[config.mk]
export PLATFORM = sky130hd
export DESIGN_NAME = wmf_median
export DESIGN_NICKNAME = d
export VERILOG_FILES = /design/src/rtl/wmf_pkg.sv /design/src/rtl/wmf_median.sv
export SDC_FILE = /design/constraint.sdc
export NUM_CORES = 2
export LEC_CHECK = 0
export BUFFER_PORTS_ARGS = -buffer_cell sky130_fd_sc_hd__buf_2
export CORE_MARGIN = 2
export CORE_UTILIZATION = 50
export CTS_BUF_LIST = sky130_fd_sc_hd__clkbuf_8
export DETAILED_ROUTE_END_ITERATION = 12
export GPL_TIMING_DRIVEN = 0
export PLACE_DENSITY_LB_ADDON = 0.08
export SETUP_SLACK_MARGIN = 0.1
export SYNTH_ARGS = -nofsm -noshare
export SYNTH_HDL_FRONTEND = slang
export SYNTH_SLANG_ARGS = --single-unit
export TNS_END_PERCENT = 1
[constraint.sdc]
create_clock -name aclk -period 7.6 [get_ports aclk]
set_input_delay 0.38 -clock aclk [delete_from_list [all_inputs] [get_ports aclk]]
set_output_delay 0.38 -clock aclk [all_outputs]
set_load 0.005 [all_outputs]
[src/rtl/wmf_pkg.sv]
// ----------------------------------------------------------------------------
// wmf_pkg
// shared types and constants of the window median filter
// ----------------------------------------------------------------------------
package wmf_pkg;

    localparam int PIX_W      = 8;
    localparam int CFG_IDX_W  = 2;
    localparam int CFG_DATA_W = 10;
    localparam int K_CFG_W    = 3;
    localparam int DIM_CFG_W  = 10;

    // configuration register indexes
    typedef enum logic [CFG_IDX_W-1:0] {
        REG_WINDOW_SIZE  = 2'd0,
        REG_IMAGE_WIDTH  = 2'd1,
        REG_IMAGE_HEIGHT = 2'd2
    } wmf_reg_t;

    localparam logic [K_CFG_W-1:0]   K_RESET   = 3'd3;
    localparam logic [DIM_CFG_W-1:0] DIM_RESET = 10'd512;

    // per-item control traveling with the pipeline
    typedef struct packed {
        logic emit;
        logic last;
    } wmf_tag_t;

endpackage

[src/rtl/wmf_median.sv]
// ----------------------------------------------------------------------------
// wmf_median
// rank-based median: pairwise compare stage, then rank count and select
// ----------------------------------------------------------------------------
module wmf_median #(
    parameter int MAX_WINDOW = 5
) (
    input  logic                                     aclk,
    input  logic                                     aresetn,
    input  logic                                     en,
    input  wmf_pkg::wmf_tag_t                        tag_in,
    input  logic [MAX_WINDOW*MAX_WINDOW*wmf_pkg::PIX_W-1:0] window,
    input  logic [$clog2(MAX_WINDOW+1)-1:0]          k,
    output wmf_pkg::wmf_tag_t                        tag_out,
    output logic [wmf_pkg::PIX_W-1:0]                median
);
    import wmf_pkg::*;

    localparam int N   = MAX_WINDOW * MAX_WINDOW;
    localparam int KW  = $clog2(MAX_WINDOW + 1);
    localparam int RKW = $clog2(N);

    logic [KW-1:0]      base;
    logic [N-1:0]       active;
    logic [N-1:0]       cmp_next [N];
    logic [N-1:0]       cmp_reg  [N];
    logic [N-1:0]       act_reg;
    logic [N*PIX_W-1:0] val_reg;
    wmf_tag_t           tag_reg;
    logic [2*KW-1:0]    kk;
    logic [RKW-1:0]     mid;

    assign base = KW'(MAX_WINDOW) - k;

    always_comb begin
        for (int x = 0; x < N; x++) begin
            active[x] = ((x / MAX_WINDOW) >= int'(base)) &&
                        ((x % MAX_WINDOW) >= int'(base));
        end
        // cmp_next[x][y]: y ranks below x, ties broken by position
        for (int x = 0; x < N; x++) begin
            for (int y = 0; y < N; y++) begin
                cmp_next[x][y] = active[x] && active[y] && (x != y) &&
                    ((window[y*PIX_W +: PIX_W] < window[x*PIX_W +: PIX_W]) ||
                     ((window[y*PIX_W +: PIX_W] == window[x*PIX_W +: PIX_W]) &&
                      (y < x)));
            end
        end
    end

    always_ff @(posedge aclk) begin
        if (!aresetn) begin
            tag_reg <= '0;
        end else if (en) begin
            tag_reg <= tag_in;
        end
    end

    always_ff @(posedge aclk) begin
        if (en) begin
            cmp_reg <= cmp_next;
            act_reg <= active;
            val_reg <= window;
        end
    end

    assign kk  = (2*KW)'(k) * (2*KW)'(k);
    assign mid = RKW'(kk >> 1);

    always_comb begin
        median = '0;
        for (int x = 0; x < N; x++) begin
            if (act_reg[x] && (RKW'($countones(cmp_reg[x])) == mid)) begin
                median = median | val_reg[x*PIX_W +: PIX_W];
            end
        end
    end

    assign tag_out = tag_reg;

endmodule

==> flow_summary.yaml <==
setup_path:
  timing.rr.start: "tag_out[1]$_SDFFE_PN0P_"
  path_max_fanout: 3
  slowest_stage: "fa_2"
  worstPathArrival_ps: 7200
  critPathRequiredTime_ps: 7220
  crit_type: "reg2out"
  path_cells: "ha_1, inv_1, fa_2, inv_1, fa_1, fa_1, fa_1, fa_1, inv_1, fa_1, xnor2_2, nor4b_4, and4_1, a2111o_1, nor3_1, nand4_1, buf_2"
  r2r_slack_ps: 6460
  crit_path_start_kind: "flop"
  reg2reg_depth: 3
  critPathMostFrequentCell: "fa_1"
  crit_path_end_kind: "output pin"
  cp_slowest_stage_delay_ps: 680
  r2r_end: "tag_out[1]$_SDFFE_PN0P_"
worst_hold_path:
  holdPathStages: 1
  hp-class: "in2reg"
  hold_end: "val_reg[189]$_DFFE_PP_"
  hold_start: "window[189]"
yosys:
  ys_types: 60
  syn_area_per_cell_um2: 10.2
  ys_seq_area_frac: 0.244
  synth-edff-count: 813
  async_flop_share: 0
  synth_ff_type: "edfxtp_1"
  yosys.area.top_type_share: 0.350
  synth_nets: 13348
  synthCells: 9883
  syn-cell-area_um2: 100000
  synth_warnings: 0
  synth.largest_area_cell: "ha_1"
  synth_seq_cells: 815
  synth_area_leaders: "ha_1 35%, edfxtp_1 24%, fa_1 9.0%, inv_1 4.2%, a21oi_1 3.6%"
die:
  start_util: 0.503
  ios: 218
  fp.dieW_um: 452
  die_h_um: 452
  placementRows: 164
  dieArea_um2: 204000
  core_um2: 200000
layout:
  num-fill-cells: 17379
  area_delta_synth_final_pct: 11.2
  drive_above_1_share: 0.0684
  fin_nets: 13939
  final_area_um2: 112000
  largest_reg_flops: 600
placement:
  io_buffers: 217
  hpwlAfterDp_mm: 381
  pre_cts_slack_ps: 368
  gp_congestion: 1.03
  dpl-instance-area_um2: 106000
pwr:
  p_switching_uw: 15300
  pwr-share-seq: 0.178
  intPower_uw: 16000
  combPwrFrac: 0.664
  ir_drop_v: 0.000289
  power.share.clock: 0.157
  leakagePower_uw: 0.0538
  powerDensity_nw_per_um2: 280
  switching_share: 0.490
  finalPower_uw: 31300
drt:
  avgRoutedWirePerCell_um: 39.9
  route.detailed.drc: 0
  drt-initial-drc-count: 13165
  vias_per_cell: 6.85
  first_pass_iters: 7
  routed_wl_mm: 532
  detail-route-antenna-nets: 0
  vias: 91293
timing:
  worstMarginPinSlew_ps: 1670
  final.setup.tns_ps: 0
  post-route-period-util: 0.998
  max_slew_margin: -0.113
  setup_viol_count_final: 0
  rsz0062_at_grt: "yes"
  timing_hold_violations_final: 0
  final.setup.worst_slack_ps: 17.1
  slew_viol_final: 406
  fin_crit_ps: 7580
  skew_ps: 0
  max_freq_mhz: 132
clocking:
  numCtsBuffers: 167
  cts_tree: "done"
  cts_max_level: 4
  root_buffer: "clkbuf_8"
  cts_buffer_depth: 3
  clock-sinks: 815
  clk_latency_ps: 940
  path_clk_slew_ps: 60
run:
  max_cap_violations: 20
global_routing:
  antenna_found_initial: 83
  grt_usage: 0.510
  grt-ovfl-total: 0
  grt_max_degree: 115
  grt_pass1_vias: 86598
  grt_pass1_wl_mm: 704
run_status:
  status: "complete, but fails checks"
  violations: "max-capacitance violations, max-slew violations"
worst max path at each step:
stage	start	endpoint	slack (ps)	depth (start not counted)
after floorplan	cmp_reg[22]$_DFFE_PP_	median[0]	2070	19
after global placement	en	cmp_reg[578]$_DFFE_PP_	-7900	1
after detailed placement	cmp_reg[616]$_DFFE_PP_	median[0]	370	17
after CTS	cmp_reg[458]$_DFFE_PP_	median[1]	80	17
after global routing	cmp_reg[529]$_DFFE_PP_	median[0]	50	17
final	cmp_reg[529]$_DFFE_PP_	median[0]	20	17
cells in the final DEF, fill, tap and decap left out, types with 181 or more instances in the layout:
master / count
a21o_1: 421
nand2_1: 181
o21a_1: 256
fa_1: 440
a21oi_1: 717
inv_1: 1103
ha_1: 2801
nor2_1: 518
edfxtp_1: 813
nand2b_1: 206
nor2b_1: 339
buf_2: 209
nand4_1: 417
nand3_1: 217
o21ai_0: 533
logic make-up (layout without fill, tap and decap cells):
group | after synthesis | after routing | share of synthesized area
other | 0 | 56 | 0
DFF | 815 | 815 | 0.244
buffers and inverters | 1204 | 1933 | 0.0457
and+or+nand+nor | 2271 | 2271 | 0.123
muxes | 2 | 2 | 0.000199
xor gates and xnor gates | 168 | 168 | 0.0151
AOI/OAI and AO/OA | 2166 | 2166 | 0.133
adders and majority gates | 3257 | 3257 | 0.440
metal layers:
metal | global-route usage | vias up | part of all wire
met4 | 0.447 | 44 | 0.11
met3 | 0.187 | 2102 | 0.14
met1 | 0.614 | 44446 | 0.35
li1 | - | 37605 | -
met2 | 0.714 | 7096 | 0.40
met5 | 0.00350 | - | 0.00090
worst max-delay path, delay by kind of cell, from the launching register on:
kind / cells / cell delay, ps
fa+ha+maj: 7 / 3370
simple gates: 4 / 1560
flops: 1 / 500
buf+inv: 4 / 430
xor+xnor: 1 / 180
compound gates: 1 / 180
through the flow:
stage / cells / hold WS, ps / util
final: 13324 / 97.2 / 0.559
after CTS: 13261 / 11.6 / 0.558
after global placement: 12756 / 501 / 0.525
after floorplan: 9883 / 479 / -
after detailed placement: 12830 / 512 / 0.533
after global routing: 13273 / 40.3 / 0.559
timing repair:
action / CTS / global route
resized for setup: 77 / 34
hold buffers: 123 / 0
endpoints found under the hold margin: 177 / 0
setup endpoints to repair: 8 / 8
pin swaps: 26 / 41
setup buffers: 3 / 7
synthesized netlist by cell type (all sizes together), types with 6 or more instances:
master and count:
nand3b 25, nor2b 339, a21o 421, xnor2 102
o21a 256, clkbuf 58, and3 57, a221oi 8
a22oi 30, o21ba 29, a21oi 718, o21ai 537
o31ai 25, nand2b 206, nor3b 8, xor2 66
a2111o 9, and4 21, nand4 417, o211ai 7
buf 12, a22o 16, nand2 181, ha 2806
nor2 518, o22ai 11, inv 1133, o21bai 6
a21boi 7, and2 57, a222oi 8, a2111oi 11
and3b 73, a211oi 58, fa 451, nand3 217
nor3 124, nor4b 14, edfxtp 813
area by class of cell:
type	count	area (um^2)	area share
tap	2656	3320	0.0298
clock buffer	169	2330	0.0208
clock inverter	138	962	0.00862
sequential	815	24500	0.219
inverter	1134	4260	0.0382
buffer	67	334	0.00299
multi-input combinational	7864	71900	0.643
timing repair buffer	425	4010	0.0359
antenna	56	140	0.00125
power by group through the flow:
stage / combinational, uW / clock, uW / sequential, uW
4_1_cts: 19900 / 4880 / 5570
2_1_floorplan: 12200 / 0 / 5480
3_5_place_dp: 19000 / 0 / 5650
5_1_grt: 22300 / 5060 / 5580
6_report: 20800 / 4920 / 5580
3_3_place_gp: 18400 / 0 / 5780
(Power assumes the default switching activity.)
